**config.mk**
```make
export PLATFORM = sky130hd
export DESIGN_NAME = rmq_front
export DESIGN_NICKNAME = d
export VERILOG_FILES = /design/src/hdl/rmq_pkg.sv /design/src/hdl/rmq_front.sv
export SDC_FILE = /design/constraint.sdc
export NUM_CORES = 1
export LEC_CHECK = 0
export BUFFER_PORTS_ARGS = -buffer_cell sky130_fd_sc_hd__buf_2
export CAP_MARGIN = 15
export CORE_ASPECT_RATIO = 2
export CORE_MARGIN = 1
export CORE_UTILIZATION = 41
export CTS_CLUSTER_DIAMETER = 200
export CTS_CLUSTER_SIZE = 10
export DETAILED_ROUTE_END_ITERATION = 12
export PLACE_DENSITY_LB_ADDON = 0.3
export SLEW_MARGIN = 20
export SYNTH_ARGS = -nofsm -noshare
export SYNTH_HDL_FRONTEND = slang
export SYNTH_SLANG_ARGS = --single-unit
```
**constraint.sdc**
```tcl
create_clock -name clk -period 6.5 [get_ports clk]
set_input_delay 0.65 -clock clk [delete_from_list [all_inputs] [get_ports clk]]
set_output_delay 0.65 -clock clk [all_outputs]
set_load 0.005 [all_outputs]
```
**src/hdl/rmq_pkg.sv**
```systemverilog
package rmq_pkg;

  localparam int WORD_BITS   = 16;
  localparam int FRAC_BITS   = WORD_BITS - 2;
  localparam int EXT_BITS    = WORD_BITS + 3;
  localparam int RAD_BITS    = WORD_BITS + 1;
  localparam int SQ_RAW_BITS = RAD_BITS + FRAC_BITS;
  localparam int SQ_IN_BITS  = SQ_RAW_BITS + (SQ_RAW_BITS % 2);
  localparam int ROOT_BITS   = SQ_IN_BITS / 2;
  localparam int REM_BITS    = ROOT_BITS + 2;
  localparam int MAG_BITS    = WORD_BITS + 1;
  localparam int NUM_BITS    = MAG_BITS + FRAC_BITS;
  localparam int DVS_BITS    = ROOT_BITS + 1;
  localparam int DW_BITS     = DVS_BITS + WORD_BITS;
  localparam int LANES       = 3;
  localparam int PIPE_LATENCY = 1 + ROOT_BITS + 1 + WORD_BITS + 1;

  localparam logic [WORD_BITS-1:0] WORD_MAX = {1'b0, {(WORD_BITS-1){1'b1}}};
  localparam logic [WORD_BITS-1:0] WORD_MIN = {1'b1, {(WORD_BITS-1){1'b0}}};

  typedef enum logic [1:0] {
    SLOT_W = 2'd0,
    SLOT_X = 2'd1,
    SLOT_Y = 2'd2,
    SLOT_Z = 2'd3
  } slot_t;

  typedef struct packed {
    logic signed [WORD_BITS-1:0] m00;
    logic signed [WORD_BITS-1:0] m01;
    logic signed [WORD_BITS-1:0] m02;
    logic signed [WORD_BITS-1:0] m10;
    logic signed [WORD_BITS-1:0] m11;
    logic signed [WORD_BITS-1:0] m12;
    logic signed [WORD_BITS-1:0] m20;
    logic signed [WORD_BITS-1:0] m21;
    logic signed [WORD_BITS-1:0] m22;
  } in_item_t;

  typedef struct packed {
    logic signed [WORD_BITS-1:0] quat_w;
    logic signed [WORD_BITS-1:0] quat_x;
    logic signed [WORD_BITS-1:0] quat_y;
    logic signed [WORD_BITS-1:0] quat_z;
    logic                        bad_matrix;
  } out_item_t;

  typedef struct packed {
    logic                          bad;
    slot_t                         lead;
    slot_t                         dst_a;
    slot_t                         dst_b;
    slot_t                         dst_c;
    logic [LANES-1:0]              neg;
    logic [LANES-1:0][MAG_BITS-1:0] mag;
  } ctl_t;

  typedef struct packed {
    logic                 bad;
    slot_t                lead;
    slot_t                dst_a;
    slot_t                dst_b;
    slot_t                dst_c;
    logic [LANES-1:0]     neg;
    logic [WORD_BITS-1:0] lead_val;
  } tag_t;

  function automatic logic signed [EXT_BITS-1:0] sx(input logic signed [WORD_BITS-1:0] v);
    return EXT_BITS'(v);
  endfunction

endpackage

```
**src/hdl/rmq_front.sv**
```systemverilog
module rmq_front (
  input  logic              clk,
  input  logic              rst_n,
  input  logic              in_valid,
  input  rmq_pkg::in_item_t in_item,
  output logic              valid_r,
  output logic [rmq_pkg::RAD_BITS-1:0] rad_r,
  output rmq_pkg::ctl_t     ctl_r
);

  localparam int EB = rmq_pkg::EXT_BITS;
  localparam logic signed [EB-1:0] EXT_ONE = EB'(2 ** rmq_pkg::FRAC_BITS);

  logic signed [EB-1:0] a00, a01, a02, a10, a11, a12, a20, a21, a22;
  logic signed [EB-1:0] trace, rad;
  logic signed [EB-1:0] d [rmq_pkg::LANES];
  logic [rmq_pkg::RAD_BITS-1:0] rad_nxt;
  rmq_pkg::ctl_t ctl_nxt;
  logic trace_pos;
  logic [1:0] idx;

  always_comb begin
    a00 = rmq_pkg::sx(in_item.m00);
    a01 = rmq_pkg::sx(in_item.m01);
    a02 = rmq_pkg::sx(in_item.m02);
    a10 = rmq_pkg::sx(in_item.m10);
    a11 = rmq_pkg::sx(in_item.m11);
    a12 = rmq_pkg::sx(in_item.m12);
    a20 = rmq_pkg::sx(in_item.m20);
    a21 = rmq_pkg::sx(in_item.m21);
    a22 = rmq_pkg::sx(in_item.m22);
    trace = a00 + a11 + a22;
    trace_pos = trace > 0;
    idx = 2'd0;
    if (a11 > a00) idx = 2'd1;
    if ((idx == 2'd1) ? (a22 > a11) : (a22 > a00)) idx = 2'd2;
    ctl_nxt = '0;
    if (trace_pos) begin
      rad = trace + EXT_ONE;
      d[0] = a21 - a12;
      d[1] = a02 - a20;
      d[2] = a10 - a01;
      ctl_nxt.lead  = rmq_pkg::SLOT_W;
      ctl_nxt.dst_a = rmq_pkg::SLOT_X;
      ctl_nxt.dst_b = rmq_pkg::SLOT_Y;
      ctl_nxt.dst_c = rmq_pkg::SLOT_Z;
    end else begin
      ctl_nxt.dst_a = rmq_pkg::SLOT_W;
      case (idx)
        2'd1: begin
          rad = a11 - a22 - a00 + EXT_ONE;
          d[0] = a02 - a20;
          d[1] = a21 + a12;
          d[2] = a01 + a10;
          ctl_nxt.lead  = rmq_pkg::SLOT_Y;
          ctl_nxt.dst_b = rmq_pkg::SLOT_Z;
          ctl_nxt.dst_c = rmq_pkg::SLOT_X;
        end
        2'd2: begin
          rad = a22 - a00 - a11 + EXT_ONE;
          d[0] = a10 - a01;
          d[1] = a02 + a20;
          d[2] = a12 + a21;
          ctl_nxt.lead  = rmq_pkg::SLOT_Z;
          ctl_nxt.dst_b = rmq_pkg::SLOT_X;
          ctl_nxt.dst_c = rmq_pkg::SLOT_Y;
        end
        default: begin
          rad = a00 - a11 - a22 + EXT_ONE;
          d[0] = a21 - a12;
          d[1] = a10 + a01;
          d[2] = a20 + a02;
          ctl_nxt.lead  = rmq_pkg::SLOT_X;
          ctl_nxt.dst_b = rmq_pkg::SLOT_Y;
          ctl_nxt.dst_c = rmq_pkg::SLOT_Z;
        end
      endcase
    end
    ctl_nxt.bad = (rad <= 0);
    rad_nxt = ctl_nxt.bad ? '0 : rad[rmq_pkg::RAD_BITS-1:0];
    for (int l = 0; l < rmq_pkg::LANES; l++) begin
      ctl_nxt.neg[l] = d[l][EB-1];
      ctl_nxt.mag[l] = d[l][EB-1] ? rmq_pkg::MAG_BITS'(-d[l])
                                  : rmq_pkg::MAG_BITS'(d[l]);
    end
  end

  always_ff @(posedge clk) begin
    if (!rst_n) begin
      valid_r <= 1'b0;
    end else begin
      valid_r <= in_valid;
    end
    rad_r <= rad_nxt;
    ctl_r <= ctl_nxt;
  end

endmodule

```
==> reports/metrics.cfg <==
[place]
portBuffers=226
placed_area_um2=19600
dpl.hpwl_um=59810
gp_congestion=0.9989

[sta]
max-slew-margin-rel=0.1784
period_needed_ns=5.899
timing.fmax_ghz=0.1695
tightest_slew_ns=1.215
finalCritPeriodShare=0.9076
final-setup-viol-count=0
rsz0062_at_grt=false
slew_viol_final=0
finalSetupTns_ns=0
hold_violations=0

[hold_path]
hold_path_class=in -> reg
hold_start=rst_n

[cts]
h-tree-depth=3
cts-resized-gates=0
clk_pin_slew_ns=0.07
cts_tree=built
cts_hold_buf=0
clk_path_buf_depth=2
cts_setup_buffers=0
root_buffer=clkbuf_16
cts_buffers=9
cts_num_sinks=78

[setup_path]
path_delay_family=compound AO/OA/AOI/OAI gates
crit_slowest_cell=fa_1
cp-end-kind=register
critPathMaxFanout=19
critPathLaunchType=input pin
arrival_ns=6.14
critPathBufInv=7
cp_data_required_time_ns=6.74
crit_start=in_item[2]
critical_path_class=in -> reg
crit_path_max_incr_delay_ns=0.57

[global_route]
grt_pass1_vias=18098
grt_max_degree=50
grt_pass1_wl_um=103800
antenna_found_initial=0
grt_use_total=0.3339
overflow=0

[floorplan]
dieArea_um2=42130
die_h_um=289.3
die_x_um=145.6
ioPinCount=228
num_rows=104
start_util=0.4181
core_area_um2=40470

[finish]
area_growth_syn_to_layout_pct=17.56
layout_commonest_cell=ha_1
diodes=0
nets=2972
fill_cells=4099
design_area_um2=19890
layout_common_cells=ha_1 (299), inv_1 (243), buf_2 (226)
drive_above_1_share=0.1966

[synth]
synth_top_family_by_area=adder cells
synth_seq_area_share=0.09229
synthArstFlopShare=0
synth_ff_type=dfxtp_1
syn-mean-instance-area_um2=7.924
synth_cell_types=98
synth-xor-area-share=0.08386
syn_inst=2135
yosys_warnings=0
syn-num-nets=2655
syn_area_um2=16920
synth_edf_count=0
synth_simple_gate_area_frac=0.1753
synthAdderAreaFrac=0.3087
synthMuxAreaShare=0.03920
ys_ff_latch=78
synth-compound-area-share=0.2230

[route]
initialDrtViolationCount=870
via_count=16931
drt-pass1-iter-count=5
viasPerCell=5.668
routed_wl_um=70080
post-route-drc-count=0
drtAntennaViolNets=0
wire_per_inst_um=23.46

[pwr]
p_per_area_nw_per_um2=277.4
p_leak_nw=9.606
ir_drop_mv=0.2059

[job]
maxCapViolations=0

[run_status]
status=finished, final reports clean

## Yosys cell counts (21+ instances only)
cell,number,area share
a211oi_1,34,0.015
a21o_1,21,0.0093
a21oi_1,123,0.036
a31oi_1,28,0.010
and3_1,25,0.0092
buf_2,31,0.0092
clkbuf_1,32,0.0071
dfxtp_1,78,0.092
fa_1,74,0.088
ha_1,299,0.22
inv_1,243,0.054
mux2i_1,48,0.028
nand2_1,99,0.022
nand2b_1,29,0.011
nand3_1,24,0.0071
nor2_1,197,0.044
nor2b_1,51,0.019
nor3_1,41,0.012
o211ai_1,30,0.013
o21a_1,23,0.010
o21ai_0,113,0.033
xnor2_1,119,0.062
xor2_1,43,0.022
## final timing paths
path | depth (start not counted) | endpoint | slack, ns
setup / recovery | 27 | ctl_r[44]$_DFF_P_ | 0.60
hold / removal | 2 | valid_r$_SDFF_PN0_ | 0.52
## cell type report
class                      count  area, um2  area share
multi-input combinational   1732      14060      0.7070
clock inverter                 7      61.31    0.003082
sequential                    78       1562     0.07851
timing repair buffer         386       2395      0.1204
inverter                     245      922.1     0.04636
tap                          530      663.1     0.03334
clock buffer                   9      225.2     0.01132
## power by group
part | switching [mW] | total [mW] | internal [mW]
sequential | 0.112 | 0.834 | 0.721
clock | 0.244 | 0.511 | 0.267
combinational | 2.42 | 4.17 | 1.75
total | 2.78 | 5.52 | 2.74
## per-layer routing
layer	global-route usage	wire (um)
met1	0.2639	20740
met2	0.6626	37500
met3	0.02976	2260
met4	0.3900	9577
met5	0	0
## cells by family (layout without fill, tap and decap cells)
family / after synthesis / count (layout)
flip-flops: 78 / 78
XOR/XNOR: 162 / 162
multiplexers: 64 / 64
AND/OR/NAND/NOR: 575 / 575
other: 1 / 1
buffers and inverters: 325 / 647
AO/OA/AOI/OAI: 557 / 557
adder cells (fa/ha/maj): 373 / 373
## flip-flops by register name, summed over array words and instances, names as in the netlist
register  count
rad_r        17
ctl_r        60
valid_r       1
## per-stage QoR
stage               hold slack [ns]  total power, mW    util  std cells  worst slack [ns]
detailed placement           0.8675            4.941  0.4844       2971            0.3116
CTS                          0.5046            5.476  0.4915       2987            0.6540
floorplan                    0.7717            3.172       -       2135            0.8063
global placement             0.8484            4.915  0.4842       2971            0.3909
global route                 0.5055            5.874  0.4915       2987           0.04972
finish                       0.5168            5.517  0.4915       2987            0.6008
No activity file was read; power rests on OpenSTA's default activity.
