<file path="src/hdl/rmq_pkg.sv">
package rmq_pkg;

  localparam int WORD_BITS   = 16;
  localparam int FRAC_BITS   = WORD_BITS - 2;
  localparam int EXT_BITS    = WORD_BITS + 3;
  localparam int RAD_BITS    = WORD_BITS + 1;
  localparam int SQ_RAW_BITS = RAD_BITS + FRAC_BITS;
  localparam int SQ_IN_BITS  = SQ_RAW_BITS + (SQ_RAW_BITS % 2);
  localparam int ROOT_BITS   = SQ_IN_BITS / 2;
  localparam int REM_BITS    = ROOT_BITS + 2;
  localparam int MAG_BITS    = WORD_BITS + 1;
  localparam int NUM_BITS    = MAG_BITS + FRAC_BITS;
  localparam int DVS_BITS    = ROOT_BITS + 1;
  localparam int DW_BITS     = DVS_BITS + WORD_BITS;
  localparam int LANES       = 3;
  localparam int PIPE_LATENCY = 1 + ROOT_BITS + 1 + WORD_BITS + 1;

  localparam logic [WORD_BITS-1:0] WORD_MAX = {1'b0, {(WORD_BITS-1){1'b1}}};
  localparam logic [WORD_BITS-1:0] WORD_MIN = {1'b1, {(WORD_BITS-1){1'b0}}};

  typedef enum logic [1:0] {
    SLOT_W = 2'd0,
    SLOT_X = 2'd1,
    SLOT_Y = 2'd2,
    SLOT_Z = 2'd3
  } slot_t;

  typedef struct packed {
    logic signed [WORD_BITS-1:0] m00;
    logic signed [WORD_BITS-1:0] m01;
    logic signed [WORD_BITS-1:0] m02;
    logic signed [WORD_BITS-1:0] m10;
    logic signed [WORD_BITS-1:0] m11;
    logic signed [WORD_BITS-1:0] m12;
    logic signed [WORD_BITS-1:0] m20;
    logic signed [WORD_BITS-1:0] m21;
    logic signed [WORD_BITS-1:0] m22;
  } in_item_t;

  typedef struct packed {
    logic signed [WORD_BITS-1:0] quat_w;
    logic signed [WORD_BITS-1:0] quat_x;
    logic signed [WORD_BITS-1:0] quat_y;
    logic signed [WORD_BITS-1:0] quat_z;
    logic                        bad_matrix;
  } out_item_t;

  typedef struct packed {
    logic                          bad;
    slot_t                         lead;
    slot_t                         dst_a;
    slot_t                         dst_b;
    slot_t                         dst_c;
    logic [LANES-1:0]              neg;
    logic [LANES-1:0][MAG_BITS-1:0] mag;
  } ctl_t;

  typedef struct packed {
    logic                 bad;
    slot_t                lead;
    slot_t                dst_a;
    slot_t                dst_b;
    slot_t                dst_c;
    logic [LANES-1:0]     neg;
    logic [WORD_BITS-1:0] lead_val;
  } tag_t;

  function automatic logic signed [EXT_BITS-1:0] sx(input logic signed [WORD_BITS-1:0] v);
    return EXT_BITS'(v);
  endfunction

endpackage

</file>
<file path="src/hdl/rmq_div.sv">
module rmq_div (
  input  logic                          clk,
  input  logic                          rst_n,
  input  logic                          in_valid,
  input  logic [rmq_pkg::ROOT_BITS-1:0] root,
  input  rmq_pkg::ctl_t                 ctl,
  output logic                          out_valid,
  output logic [rmq_pkg::LANES-1:0][rmq_pkg::WORD_BITS-1:0] quo,
  output logic [rmq_pkg::LANES-1:0]     ovf,
  output rmq_pkg::tag_t                 out_tag
);

  localparam int W  = rmq_pkg::WORD_BITS;
  localparam int NB = rmq_pkg::NUM_BITS;
  localparam int DB = rmq_pkg::DVS_BITS;
  localparam int DW = rmq_pkg::DW_BITS;
  localparam int L  = rmq_pkg::LANES;
  localparam int RB = rmq_pkg::ROOT_BITS;

  logic                    pv_r;
  logic [L-1:0][NB-1:0]    pnum_r;
  logic [L-1:0]            povf_r;
  logic [DB-1:0]           pdvs_r;
  rmq_pkg::tag_t           ptag_r;

  logic [L-1:0][NB-1:0]    num_nxt;
  logic [L-1:0]            ovf_nxt;
  logic [DB-1:0]           dvs;
  logic [RB:0]             lead_sum;
  logic [RB-1:0]           lead_half;
  rmq_pkg::tag_t           tag_nxt;

  always_comb begin
    dvs = {root, 1'b0};
    for (int l = 0; l < L; l++) begin
      num_nxt[l] = NB'({ctl.mag[l], {rmq_pkg::FRAC_BITS{1'b0}}}) + NB'(root);
      ovf_nxt[l] = DW'(num_nxt[l]) >= {dvs, {W{1'b0}}};
    end
    lead_sum  = (RB+1)'(root) + (RB+1)'(1);
    lead_half = lead_sum[RB:1];
    tag_nxt.bad   = ctl.bad;
    tag_nxt.lead  = ctl.lead;
    tag_nxt.dst_a = ctl.dst_a;
    tag_nxt.dst_b = ctl.dst_b;
    tag_nxt.dst_c = ctl.dst_c;
    tag_nxt.neg   = ctl.neg;
    tag_nxt.lead_val = ((RB+1)'(lead_half) > (RB+1)'(rmq_pkg::WORD_MAX))
                       ? rmq_pkg::WORD_MAX : W'(lead_half);
  end

  always_ff @(posedge clk) begin
    if (!rst_n) begin
      pv_r <= 1'b0;
    end else begin
      pv_r <= in_valid;
    end
    pnum_r <= num_nxt;
    povf_r <= ovf_nxt;
    pdvs_r <= dvs;
    ptag_r <= tag_nxt;
  end

  logic                 val_r  [W];
  logic [L-1:0][NB-1:0] rem_r  [W];
  logic [L-1:0][W-1:0]  q_r    [W];
  logic [L-1:0]         ovf_r  [W];
  logic [DB-1:0]        dvs_r  [W];
  rmq_pkg::tag_t        tag_r  [W];

  for (genvar s = 0; s < W; s++) begin : g_bit
    localparam int SH = W - 1 - s;
    logic                 p_val;
    logic [L-1:0][NB-1:0] p_rem;
    logic [L-1:0][W-1:0]  p_q;
    logic [L-1:0]         p_ovf;
    logic [DB-1:0]        p_dvs;
    rmq_pkg::tag_t        p_tag;
    logic [DW-1:0]        sh;
    logic [L-1:0][NB-1:0] rem_nxt;
    logic [L-1:0][W-1:0]  q_nxt;

    if (s == 0) begin : g_in
      assign p_val = pv_r;
      assign p_rem = pnum_r;
      assign p_q   = '0;
      assign p_ovf = povf_r;
      assign p_dvs = pdvs_r;
      assign p_tag = ptag_r;
    end else begin : g_prev
      assign p_val = val_r[s-1];
      assign p_rem = rem_r[s-1];
      assign p_q   = q_r[s-1];
      assign p_ovf = ovf_r[s-1];
      assign p_dvs = dvs_r[s-1];
      assign p_tag = tag_r[s-1];
    end

    always_comb begin
      sh = DW'(p_dvs) << SH;
      for (int l = 0; l < L; l++) begin
        if (DW'(p_rem[l]) >= sh) begin
          rem_nxt[l] = NB'(DW'(p_rem[l]) - sh);
          q_nxt[l]   = {p_q[l][W-2:0], 1'b1};
        end else begin
          rem_nxt[l] = p_rem[l];
          q_nxt[l]   = {p_q[l][W-2:0], 1'b0};
        end
      end
    end

    always_ff @(posedge clk) begin
      if (!rst_n) begin
        val_r[s] <= 1'b0;
      end else begin
        val_r[s] <= p_val;
      end
      rem_r[s] <= rem_nxt;
      q_r[s]   <= q_nxt;
      ovf_r[s] <= p_ovf;
      dvs_r[s] <= p_dvs;
      tag_r[s] <= p_tag;
    end
  end

  assign out_valid = val_r[W-1];
  assign quo       = q_r[W-1];
  assign ovf       = ovf_r[W-1];
  assign out_tag   = tag_r[W-1];

endmodule

</file>
<file path="config.mk">
export PLATFORM = sky130hd
export DESIGN_NAME = rmq_div
export DESIGN_NICKNAME = d
export VERILOG_FILES = /design/src/hdl/rmq_pkg.sv /design/src/hdl/rmq_div.sv
export SDC_FILE = /design/constraint.sdc
export NUM_CORES = 2
export LEC_CHECK = 0
export ABC_CLOCK_PERIOD_IN_PS = 3750
export BUFFER_PORTS_ARGS = -buffer_cell sky130_fd_sc_hd__buf_2
export CAP_MARGIN = 5
export CORE_UTILIZATION = 59
export DETAILED_ROUTE_END_ITERATION = 10
export PLACE_DENSITY = 0.79
export SYNTH_ARGS = -nofsm -noshare
export SYNTH_HDL_FRONTEND = slang
export SYNTH_SLANG_ARGS = --single-unit
</file>
<file path="constraint.sdc">
create_clock -name clk -period 3.75 [get_ports clk]
set_input_delay 0.1875 -clock clk [delete_from_list [all_inputs] [get_ports clk]]
set_output_delay 0.1875 -clock clk [all_outputs]
set_load 0.02 [all_outputs]
</file>
==> qor.txt <==
Status - complete, no violations
Clock share of power - 23.5%
Netlist Area Pre-Place - 0.0955 mm²
Hold_ws - 0.0784 ns
Via/cell ratio - 5.78
Root Buffer - clkbuf_16
Die Y - 404 µm
CTS tree - built
Top cell type's share of synthesized area - 47.3%
Post-synth top flop - dfxtp_1
Flop2flop setup slack - 0.14 ns
Switching Share - 37.5%
Clock transition at the registers of the reported paths - 0.06 ns
Sequential Area - 0.0452 mm²
Initial Util - 59.5%
Yosys top cell by area - dfxtp_1
Combinational Power Share - 39.5%
Area of the multi-input gates - 0.0479 mm²
P_leak - 0.0475 µW
Routed vias - 73,400
Worst-path maximum fanout - 6
Avg Cell Area, Syn - 9.73 µm²
Final period util - 96.4%
RR Startpoint - rem_r[1][69]
Share of cells above drive strength 1 - 9.42%
Buffer depth of the longest clock path - 3
Max-slew violations - 0
Commonest non-fill, non-tap cells in the layout - dfxtp_1 (2,258), ha_1 (786), nand2_1 (766)
Reg-to-reg endpoint - rem_r[1][122]
Largest net degree at the start of global routing - 34
DIE WIDTH - 404 µm
Yosys warnings - 0
Crit path DAT - 4.32 ns
Area delta synth->final - 14.5%
Number of core rows - 147
Gr usage total - 33.3%
Worst Clk Skew - 0.113 ns
Sw Pwr - 37,400 µW
Vias in the first global route - 73,500
Share of power burned in registers - 36.9%
Final net count - 11,300
Setup total negative slack - 0 ns
Clock Sinks - 2,258
Placed Cells - 12,200
Dpl hpwl - 217,000 µm
Non-Filler Instances - 12,700
Skew-Pair Late Insertion Delay - 0.90 ns
Hold Path Origin - root[11]
Sequential fraction of the synthesis area - 47.3%
Wire per inst - 21.9 µm
Net Count, Synth - 10,700
Pwr/cell area - 911 mW/mm²
Cell count after synthesis - 9,814
Antenna viol nets, final - 0
CP Launch Type - flip-flop
Int Pwr - 62,200 µW
H-tree depth - 4
Critical Path RT - 4.46 ns
Final setup viols - 0
Routability cong. - 0.965
Fillers - 12,200
First-pass GRT wire length - 420,000 µm
Worst-margin pin slew - 0.956 ns
First DRT Iteration DRCs - 5,042
Clock period minus worst slack - 3.61 ns
Hold path depth - 2
Die area - 0.163 mm²
Critical setup path kind - reg -> reg
Ys async rst share - 0%
F_max - 0.277 GHz
CP endpoint kind - flip-flop
Initial antenna violation count - 11
DRC viols - 0
Top-Level Pins - 162
Final-report hold violation count - 0
Worst hold path class - in -> reg
Area contributors post-synth - dfxtp_1 (47%), ha_1 (10%), xnor2_1 (4.1%)
Most common cell after layout, fill and taps aside - dfxtp_1
R2R cell count - 13
Post-Route WL - 278,000 µm
Distinct cell type count after synthesis - 93
Num CTS Buffers - 216
GRT Residual Overflow - 0
Post-synthesis register bit count - 2,258
Max-cap violations - 0
Initial DRT Pass Iterations - 10
Worst Hold Endpoint - g_bit[0].p_rem[73]
Maximum VDD drop - 629 µV
Post-synth EDFFs - 0
Core area - 0.161 mm²
Setup repair after global routing missed its margin - false
Slew margin rel. - 36.3%
Buffers on Ports - 161
Final Core Density - 68.1%
[critical path, cell delays in order, from the launching register on]
cell and delay [ns]:
dfxtp_1 0.37, inv_1 0.08, ha_1 0.29, fa_1 0.45
nor2b_1 0.17, o21bai_1 0.10, a21boi_0 0.29, o41ai_1 0.11
buf_4 0.17, o31ai_1 0.35, o21a_1 0.22, or3_1 0.13
or4b_2 0.61, xnor2_1 0.16
[registers in the layout (all words and copies together) (netlist names)]
register,count
dvs_r,108
g_bit.p_val,1
g_bit.p_rem,65
rem_r,1131
g_bit.p_tag,28
g_bit.p_dvs,2
q_r,408
g_bit.p_ovf,3
ovf_r,48
val_r,16
tag_r,448
[routing by layer]
layer | wire, µm | GRT usage [%]
met1 | 106000 | 36.6
met2 | 137000 | 59.1
met3 | 12700 | 4.49
met4 | 22000 | 23.6
met5 | 50 | 0
[how the worst max path moves through the flow]
stage | start | end | slack [ns] | cells past startpoint
floorplan | rem_r[0][156] | rem_r[0][241] | 0.45 | 13
global placement | dvs_r[1][100] | rem_r[1][594] | 0.05 | 12
detailed placement | dvs_r[1][100] | rem_r[1][595] | 0.08 | 12
CTS | dvs_r[1][100] | rem_r[1][599] | 0.05 | 12
global route | rem_r[1][69] | rem_r[1][122] | 0.01 | 13
finish | rem_r[1][69] | rem_r[1][122] | 0.14 | 13
[stage by stage]
step / setup WS, ns / total power [µW] / instance area (µm²)
after floorplan: 0.451 / 63700 / 95500
after global placement: 0.0549 / 74500 / 100000
after detailed placement: 0.0808 / 75300 / 100000
after CTS: 0.0479 / 99300 / 109000
after global routing: 0.0105 / 106000 / 109000
final: 0.135 / 99600 / 109000
[final cells by class]
cell class                      count  share of cell area (%)
Antenna cell                        4                 0.00915
Clock buffer                      277                    5.50
Clock inverter                    130                    1.72
Inverter                          502                    1.72
Multi-Input combinational cell   6881                    43.8
Sequential cell                  2258                    41.3
Tap cell                         2160                    2.47
Timing Repair Buffer              492                    3.41
[timing repair]
item                                    in CTS  in global routing
hold buffers                               134                  0
buffers inserted                             0                  1
endpoints found under the hold margin      114                  0
resized for setup                            0                  9
endpoints found under the setup margin       0                 37
[Yosys cell counts (43+ instances only)]
cell      count
nand3_1     167
xnor2_1     446
ha_1        788
a31oi_1      68
dfxtp_1    2258
or3_1        94
mux2_2      137
nor3_1      215
nor2b_1     162
o21ai_0     689
fa_1         48
nor4_1      132
o21bai_1     54
a21o_1      244
a21oi_1     639
inv_1       500
clkbuf_1    160
nand2_1     766
nand2b_1    165
o31ai_1      67
and2_1       44
or4_1        43
nand4_1     134
nor2_1      632
a211oi_1     53
and3_1       73
xor2_1      397
o21a_1      123
[power groups by stage]
stage / clock (µW) / sequential, µW / combinational (µW)
final: 23400 / 36800 / 39400
after global routing: 24800 / 37300 / 43400
after CTS: 23800 / 36600 / 38900
after detailed placement: 0 / 37000 / 38300
after global placement: 0 / 36900 / 37600
after floorplan: 0 / 34500 / 29200
[cell families after synthesis]
group           after synthesis  share of synthesized area [%]
simple gates               2766                           14.3
flops                      2258                           47.3
buf+inv                     675                           2.66
fa+ha+maj                   836                           11.3
compound gates             2272                           14.7
other cells                   1                        0.00393
xor+xnor                    843                           7.73
mux                         163                           1.90
(Power assumes the default switching activity.)
