**src/hdl/rmq_pkg.sv**
```systemverilog
package rmq_pkg;

  localparam int WORD_BITS   = 16;
  localparam int FRAC_BITS   = WORD_BITS - 2;
  localparam int EXT_BITS    = WORD_BITS + 3;
  localparam int RAD_BITS    = WORD_BITS + 1;
  localparam int SQ_RAW_BITS = RAD_BITS + FRAC_BITS;
  localparam int SQ_IN_BITS  = SQ_RAW_BITS + (SQ_RAW_BITS % 2);
  localparam int ROOT_BITS   = SQ_IN_BITS / 2;
  localparam int REM_BITS    = ROOT_BITS + 2;
  localparam int MAG_BITS    = WORD_BITS + 1;
  localparam int NUM_BITS    = MAG_BITS + FRAC_BITS;
  localparam int DVS_BITS    = ROOT_BITS + 1;
  localparam int DW_BITS     = DVS_BITS + WORD_BITS;
  localparam int LANES       = 3;
  localparam int PIPE_LATENCY = 1 + ROOT_BITS + 1 + WORD_BITS + 1;

  localparam logic [WORD_BITS-1:0] WORD_MAX = {1'b0, {(WORD_BITS-1){1'b1}}};
  localparam logic [WORD_BITS-1:0] WORD_MIN = {1'b1, {(WORD_BITS-1){1'b0}}};

  typedef enum logic [1:0] {
    SLOT_W = 2'd0,
    SLOT_X = 2'd1,
    SLOT_Y = 2'd2,
    SLOT_Z = 2'd3
  } slot_t;

  typedef struct packed {
    logic signed [WORD_BITS-1:0] m00;
    logic signed [WORD_BITS-1:0] m01;
    logic signed [WORD_BITS-1:0] m02;
    logic signed [WORD_BITS-1:0] m10;
    logic signed [WORD_BITS-1:0] m11;
    logic signed [WORD_BITS-1:0] m12;
    logic signed [WORD_BITS-1:0] m20;
    logic signed [WORD_BITS-1:0] m21;
    logic signed [WORD_BITS-1:0] m22;
  } in_item_t;

  typedef struct packed {
    logic signed [WORD_BITS-1:0] quat_w;
    logic signed [WORD_BITS-1:0] quat_x;
    logic signed [WORD_BITS-1:0] quat_y;
    logic signed [WORD_BITS-1:0] quat_z;
    logic                        bad_matrix;
  } out_item_t;

  typedef struct packed {
    logic                          bad;
    slot_t                         lead;
    slot_t                         dst_a;
    slot_t                         dst_b;
    slot_t                         dst_c;
    logic [LANES-1:0]              neg;
    logic [LANES-1:0][MAG_BITS-1:0] mag;
  } ctl_t;

  typedef struct packed {
    logic                 bad;
    slot_t                lead;
    slot_t                dst_a;
    slot_t                dst_b;
    slot_t                dst_c;
    logic [LANES-1:0]     neg;
    logic [WORD_BITS-1:0] lead_val;
  } tag_t;

  function automatic logic signed [EXT_BITS-1:0] sx(input logic signed [WORD_BITS-1:0] v);
    return EXT_BITS'(v);
  endfunction

endpackage

```
**src/hdl/rmq_sqrt.sv**
```systemverilog
module rmq_sqrt (
  input  logic                          clk,
  input  logic                          rst_n,
  input  logic                          in_valid,
  input  logic [rmq_pkg::RAD_BITS-1:0]  rad,
  input  rmq_pkg::ctl_t                 ctl,
  output logic                          out_valid,
  output logic [rmq_pkg::ROOT_BITS-1:0] root,
  output rmq_pkg::ctl_t                 out_ctl
);

  localparam int STEPS = rmq_pkg::ROOT_BITS;
  localparam int RM    = rmq_pkg::REM_BITS;
  localparam int XB    = rmq_pkg::SQ_IN_BITS;

  logic                 val_r  [STEPS];
  logic [RM-1:0]        rem_r  [STEPS];
  logic [STEPS-1:0]     root_r [STEPS];
  logic [XB-1:0]        x_r    [STEPS];
  rmq_pkg::ctl_t        ctl_r  [STEPS];

  for (genvar s = 0; s < STEPS; s++) begin : g_step
    logic             p_val;
    logic [RM-1:0]    p_rem;
    logic [STEPS-1:0] p_root;
    logic [XB-1:0]    p_x;
    rmq_pkg::ctl_t    p_ctl;
    logic [RM+1:0]    cand, sub, diff;
    logic             ge;

    if (s == 0) begin : g_in
      assign p_val  = in_valid;
      assign p_rem  = '0;
      assign p_root = '0;
      assign p_x    = XB'({rad, {rmq_pkg::FRAC_BITS{1'b0}}});
      assign p_ctl  = ctl;
    end else begin : g_prev
      assign p_val  = val_r[s-1];
      assign p_rem  = rem_r[s-1];
      assign p_root = root_r[s-1];
      assign p_x    = x_r[s-1];
      assign p_ctl  = ctl_r[s-1];
    end

    always_comb begin
      cand = {p_rem, p_x[XB-1 -: 2]};
      sub  = {{(RM-STEPS){1'b0}}, p_root, 2'b01};
      ge   = cand >= sub;
      diff = cand - sub;
    end

    always_ff @(posedge clk) begin
      if (!rst_n) begin
        val_r[s] <= 1'b0;
      end else begin
        val_r[s] <= p_val;
      end
      rem_r[s]  <= ge ? diff[RM-1:0] : cand[RM-1:0];
      root_r[s] <= {p_root[STEPS-2:0], ge};
      x_r[s]    <= p_x << 2;
      ctl_r[s]  <= p_ctl;
    end
  end

  assign out_valid = val_r[STEPS-1];
  assign root      = root_r[STEPS-1];
  assign out_ctl   = ctl_r[STEPS-1];

endmodule

```
**config.mk**
```make
export PLATFORM = sky130hd
export DESIGN_NAME = rmq_sqrt
export DESIGN_NICKNAME = d
export VERILOG_FILES = /design/src/hdl/rmq_pkg.sv /design/src/hdl/rmq_sqrt.sv
export SDC_FILE = /design/constraint.sdc
export NUM_CORES = 1
export LEC_CHECK = 0
export ABC_AREA = 1
export BUFFER_PORTS_ARGS = -buffer_cell sky130_fd_sc_hd__buf_2
export CAP_MARGIN = 20
export CORE_MARGIN = 5
export CORE_UTILIZATION = 45
export CTS_BUF_LIST = sky130_fd_sc_hd__clkbuf_16
export DETAILED_ROUTE_END_ITERATION = 6
export HOLD_SLACK_MARGIN = 0.05
export MAX_ROUTING_LAYER = met4
export PLACE_DENSITY = 0.65
export SLEW_MARGIN = 20
export SYNTH_ARGS = -nofsm -noshare
export SYNTH_HDL_FRONTEND = slang
export SYNTH_SLANG_ARGS = --single-unit
```
**constraint.sdc**
```tcl
create_clock -name clk -period 2.71 [get_ports clk]
set_input_delay 0.4065 -clock clk [delete_from_list [all_inputs] [get_ports clk]]
set_output_delay 0.4065 -clock clk [all_outputs]
set_load 0.05 [all_outputs]
```
==> results of run 1 <==
sequential cells by signal, indices dropped and copies added (netlist names):
register  count
rem_r       240
x_r          72
root_r      136
val_r        16
ctl_r      1008
power by group through the flow:
stage	clock (uW)	sequential [uW]	combinational, uW
3_3_place_gp	0	25500	6330
3_5_place_dp	0	25500	6350
5_1_grt	20900	25200	7430
4_1_cts	19900	25000	6480
6_report	19200	25000	6460
2_1_floorplan	0	25200	4780
cells by family (layout without fill, tap and decap cells):
logic type / after synthesis / count (layout)
DFF: 1472 / 1472
and+or+nand+nor: 1399 / 1399
buffers and inverters: 433 / 906
AOI/OAI and AO/OA: 274 / 274
adders and majority gates: 145 / 145
xor gates and xnor gates: 93 / 93
other: 1 / 1
cell usage after synthesis (all sizes together), types with 26 or more instances:
master	number	area, um^2
nand2	787	3060
dfxtp	1472	29500
buf	26	228
nand3	227	1190
inv	403	1520
nor2	252	1020
xor2	65	569
nor3	38	211
o21ai	104	584
xnor2	28	245
ha	139	1740
a21oi	143	836
nand4	46	288
through the flow:
| step | hold WS (ns) | cell area (um^2) | setup slack [ns] | power (uW) | utilization, % |
|---|---|---|---|---|---|
| 6_report | 0.299 | 49400 | 0.456 | 50700 | 53.8 |
| 5_1_grt | 0.256 | 49400 | 0.177 | 53500 | 53.8 |
| 4_1_cts | 0.225 | 49400 | 0.440 | 51400 | 53.8 |
| 3_5_place_dp | 0.312 | 43800 | 0.456 | 31800 | 47.7 |
| 3_3_place_gp | 0.309 | 43800 | 0.478 | 31800 | 47.7 |
| 2_1_floorplan | 0.310 | 41700 | 0.884 | 30000 | - |
routing by layer:
| layer | vias to the layer above | global-route usage (%) | wire length, um |
|---|---|---|---|
| li1 | 12800 | - | - |
| met1 | 10800 | 17.9 | 31500 |
| met2 | 439 | 23.9 | 32300 |
| met3 | 160 | 3.34 | 3100 |
| met4 | 0 | 6.20 | 2320 |
| met5 | - | - | 0 |
critical path, stage by stage, from the launching register on:
cell and delay [ns]:
dfxtp_1 0.37, inv_1 0.06, ha_1 0.36, a21oi_1 0.22, o21ai_1 0.12, inv_1 0.09, nand3_1 0.10, nand2_1 0.30
nand2_2 0.30, nand2_1 0.13, nand2_1 0.06
cell type report:
class / instances / area, um^2 / share of cell area [%]
clock inverter: 110 / 1130 / 2.29
tap: 1243 / 1560 / 3.15
multi-input combinational: 1912 / 10400 / 21.1
sequential: 1472 / 29500 / 59.7
timing repair buffer: 248 / 1660 / 3.37
inverter: 405 / 1530 / 3.10
clock buffer: 143 / 3580 / 7.25
worst min path at each step:
stage          cells after the start                    end             startpoint
2_1_floorplan                      0   ctl_r[10][0]$_DFF_P_    ctl_r[9][0]$_DFF_P_
3_3_place_gp                       0  ctl_r[13][46]$_DFF_P_  ctl_r[12][46]$_DFF_P_
3_5_place_dp                       0   ctl_r[2][60]$_DFF_P_   ctl_r[1][60]$_DFF_P_
4_1_cts                            2   ctl_r[0][46]$_DFF_P_                ctl[46]
5_1_grt                            2   ctl_r[0][25]$_DFF_P_                ctl[25]
6_report                           0   ctl_r[11][9]$_DFF_P_   ctl_r[10][9]$_DFF_P_
==> results_dict.tcl, run 1 <==
set metrics [dict create \
    outcome "finished clean" \
    slew_headroom_pct 59.7 \
    switching_power_uw 13400 \
    postCtsSetupBuffers 0 \
    overflow 0 \
    ant_nets 0 \
    fin_cells 5533 \
    clock_latency_ns 0.71 \
    rsz0062_at_grt "no" \
    synthMuxAreaShare_pct 0 \
    post-route-period-util_pct 83.2 \
    route.detailed.drc 0 \
    initial_utilization_pct 45.4 \
    maxSlewViolCount 0 \
    post_synth_xor_area_fraction_pct 1.95 \
    dp.final_hpwl_um 48800 \
    end_kind "register" \
    post_cts_resized 0 \
    hold_violations 0 \
    wl_per_cell_um 12.5 \
    p_int_uw 37300 \
    num_rows 111 \
    dr.pass1.iters 5 \
    io_pins 163 \
    synth-async-reset-ratio_pct 0 \
    diodes 0 \
    layout_commonest_cell "dfxtp_1" \
    die_y_um 314 \
    layout_min_cycle_time_ns 2.25 \
    swShare_pct 26.5 \
    mostFrequentLayoutCells "1472 x dfxtp_1, 760 x nand2_1, 404 x inv_1" \
    die_x_um 314 \
    avgViaCountPerCell 4.36 \
    grt_pass1_wl_um 116000 \
    drtIter0Drc 1147 \
    worstReg2RegStart "root_r[5][9]$_DFF_P_" \
    dieArea_um2 98800 \
    grt.total_usage_pct 14.7 \
    p_seq_share_pct 49.3 \
    port_buffers 162 \
    r2r_end "rem_r[1][62]$_DFF_P_" \
    arrival_ns 2.83 \
    cp_max_fo 18 \
    holdBufCountCts 83 \
    seq_area_frac_synth_pct 70.7 \
    grt_max_degree 21 \
    crit_path_start_kind "register" \
    leakage_uw 0.0235 \
    htree_levels 4 \
    cts_tree "done" \
    cts-root-buf "clkbuf_16" \
    fin_nets 4409 \
    fmax_mhz 444 \
    power_frac_clock_pct 37.9 \
    area_growth_pct 18.5 \
    worst_ep_required_time_ns 3.28 \
    yosysWarnings 0 \
    syn_area_um2 41700 \
    p_comb_share_pct 12.7 \
    postSynthCellCount 3817 \
    antenna_found_initial 1 \
    path_clk_slew_ns 0.06 \
    synth-main-ff-cell "dfxtp_1" \
    hold_class "reg -> reg" \
    synth-seq-cells 1472 \
    synth_compound_area_share_pct 3.96 \
    cts_buffers 142 \
    placedCellCount 5197 \
    tns_ns 0 \
    cts.sinks 1472 \
    cts_max_path_buffers 3 \
    core_um2 91800 \
    peakVddDrop_mv 0.705 \
    timing.critical_path.to "rem_r[1][62]$_DFF_P_" \
    synthSimpleGateAreaFrac_pct 14.6 \
    fill_cells 7915 \
    skew_ns 0.0358 \
    synthesis.nets 4045 \
    rrSetupSlack_ns 0.46 \
    syn_avg_cell_area_um2 10.9 \
    yosysUniqueCellTypes 57 \
    synth_fa_ha_area_share_pct 4.46 \
    drv_cap 0 \
    wl_um 69200 \
    tightest_slew_ns 0.603 \
    synth_top_family_by_area "simple AND/OR/NAND/NOR gates" \
    gp_congestion 0.883 \
    power_density_nw_per_um2 1030 \
    worstSetupPathType "reg -> reg" \
    setup_violations 0 \
    drive_gt1_share_pct 11.8 \
    rr_worst_depth 10 \
    num_vias 24100 \
    grt_pass1_vias 24200 \
    synth-edff-count 0 \
    setup.worst_path.start "root_r[5][9]$_DFF_P_" \
]
Note: power is estimated with default switching activity, not from simulation.
==> inputs of run 2 (changes only) <==
==> constraint.sdc (replaced) <==
create_clock -name clk -period 2.3 [get_ports clk]
set_input_delay 0.345 -clock clk [delete_from_list [all_inputs] [get_ports clk]]
set_output_delay 0.345 -clock clk [all_outputs]
set_load 0.05 [all_outputs]
==> run 2 against run 1 <==
Compared with the run above:
- flip-flop and latch count unchanged
- sequential share of layout area is 0.19 points higher
- first-iteration DRC count rose by 16%
- via count rose by 0.18%
- critical path type unchanged
- largest power group unchanged
==> results_dict.tcl, run 2 (same netlist as run 1, synthesis figures left out) <==
set metrics [dict create \
    diodes 0 \
    hold_violations 0 \
    initial_utilization_pct 45.4 \
    cts_buffers 140 \
    power_density_nw_per_um2 1190 \
    worstHoldStart "rad[10]" \
    crit_path_start_kind "register" \
    cts_max_path_buffers 3 \
    setup.worst_path.start "rem_r[1][72]$_SDFF_PP0_" \
    grt_pass1_vias 23800 \
    rsz0062_at_grt "no" \
    largestRegisters "ctl_r x1008, rem_r x240, root_r x136" \
    wl_um 68500 \
    num_vias 24200 \
    drtIter0Drc 1330 \
    clock_latency_ns 0.71 \
    worst_ep_required_time_ns 2.88 \
    io_pins 163 \
    grt_pass1_wl_um 115000 \
    overflow 0 \
    dp.final_hpwl_um 48800 \
    leakage_uw 0.0236 \
    dieArea_um2 98800 \
    cp_slowest_stage_delay_ns 0.44 \
    final-seq-area_um2 29500 \
    end_kind "register" \
    drv_cap 0 \
    regMostFlops "ctl_r" \
    route.detailed.drc 0 \
    layout_min_cycle_time_ns 2.11 \
    crit_family "simple AND/OR/NAND/NOR gates" \
    worstReg2RegStart "rem_r[1][72]$_SDFF_PP0_" \
    htree_levels 4 \
    outcome "finished clean" \
    mostFrequentLayoutCells "1472 x dfxtp_1, 759 x nand2_1, 414 x inv_1" \
    path_clk_slew_ns 0.06 \
    avgViaCountPerCell 4.36 \
    fill_cells 7961 \
    num_rows 111 \
    dpl_cell_area_um2 43900 \
    layout_commonest_cell "dfxtp_1" \
    cp_max_fo 17 \
    grt_max_degree 21 \
    fin_cells 5546 \
    fmax_mhz 475 \
    post-route-period-util_pct 91.6 \
    hold_class "in -> reg" \
    setup_violations 0 \
    cts.sinks 1472 \
    antenna_found_initial 0 \
    crit_buf_inv 0 \
    drive_gt1_share_pct 12.0 \
    cts_tree "done" \
    grt.total_usage_pct 14.5 \
    dr.pass1.iters 5 \
    cp_slowest_cell "fa_1" \
    die_y_um 314 \
    multi_input_area_um2 10400 \
    worstSetupPathType "reg -> reg" \
    die_x_um 314 \
    gp_congestion 0.877 \
    stdcell_area_um2 49200 \
    largest_reg_flops 1008 \
    postCtsSetupBuffers 0 \
    wl_per_cell_um 12.4 \
    port_buffers 162 \
    maxSlewViolCount 0 \
    path_cells "ha_1 -> fa_1 -> nand3_1 -> nand3_1 -> nand2_2 -> nand2_4 -> nand2_1 -> nand2_1" \
    fin_nets 4424 \
    cts-root-buf "clkbuf_16" \
    peakVddDrop_mv 0.863 \
    fin_util_pct 53.6 \
    ant_nets 0 \
    area_growth_pct 18.1 \
    placedCellCount 5214 \
    arrival_ns 2.68 \
    skew_ns 0.0354 \
    core_um2 91800 \
]
-- run 2: repair_timing --
action | in CTS | in global routing
pin swaps | 0 | 0
hold buffers | 83 | 0
endpoints found under the hold margin | 96 | 0
setup endpoints to repair | 4 | 20
cloned | 0 | 0
gates resized for setup | 1 | 3
-- run 2: where the power goes --
part	internal, uW	total (uW)	switching (uW)
logic	2790	7620	4830
clock network	12000	21300	9290
registers	28000	29500	1420
total	42900	58400	15500
-- run 2: per-layer routing --
layer	track usage, %	vias up	share of wire, %
met5	-	-	0
met4	5.88	0	3.3
met3	3.03	175	4.4
met2	23.8	446	47
met1	17.7	10800	46
li1	-	12800	-
-- run 2: through the flow --
stage | worst slack, ns | hold slack [ns] | total power (uW) | TNS (ns)
2_1_floorplan | 0.474 | 0.310 | 35300 | 0
3_3_place_gp | 0.00412 | 0.309 | 37500 | 0
3_5_place_dp | -0.0137 | 0.312 | 37500 | -0.0189
4_1_cts | 0.142 | 0.172 | 59300 | 0
5_1_grt | 0.0189 | 0.201 | 61800 | 0
6_report | 0.194 | 0.255 | 58400 | 0
-- run 2: final cells by class --
class | count | share of cell area (%)
flip-flops and latches | 1472 | 59.9
multi-input cells | 1912 | 21.2
clock buffers | 140 | 7.12
repair buffers | 265 | 3.64
well taps | 1243 | 3.16
inverters | 405 | 3.11
clock inverters | 109 | 1.84
-- run 2: final timing paths --
check,endpoint,slack (ns),depth (start not counted)
worst max-delay path,rem_r[1][100]$_DFF_P_,0.19,8
worst min-delay path,x_r[0][24]$_DFF_P_,0.26,2
worst max register to register,rem_r[1][100]$_DFF_P_,0.19,8
worst min register to register,ctl_r[15][50]$_DFF_P_,0.31,0
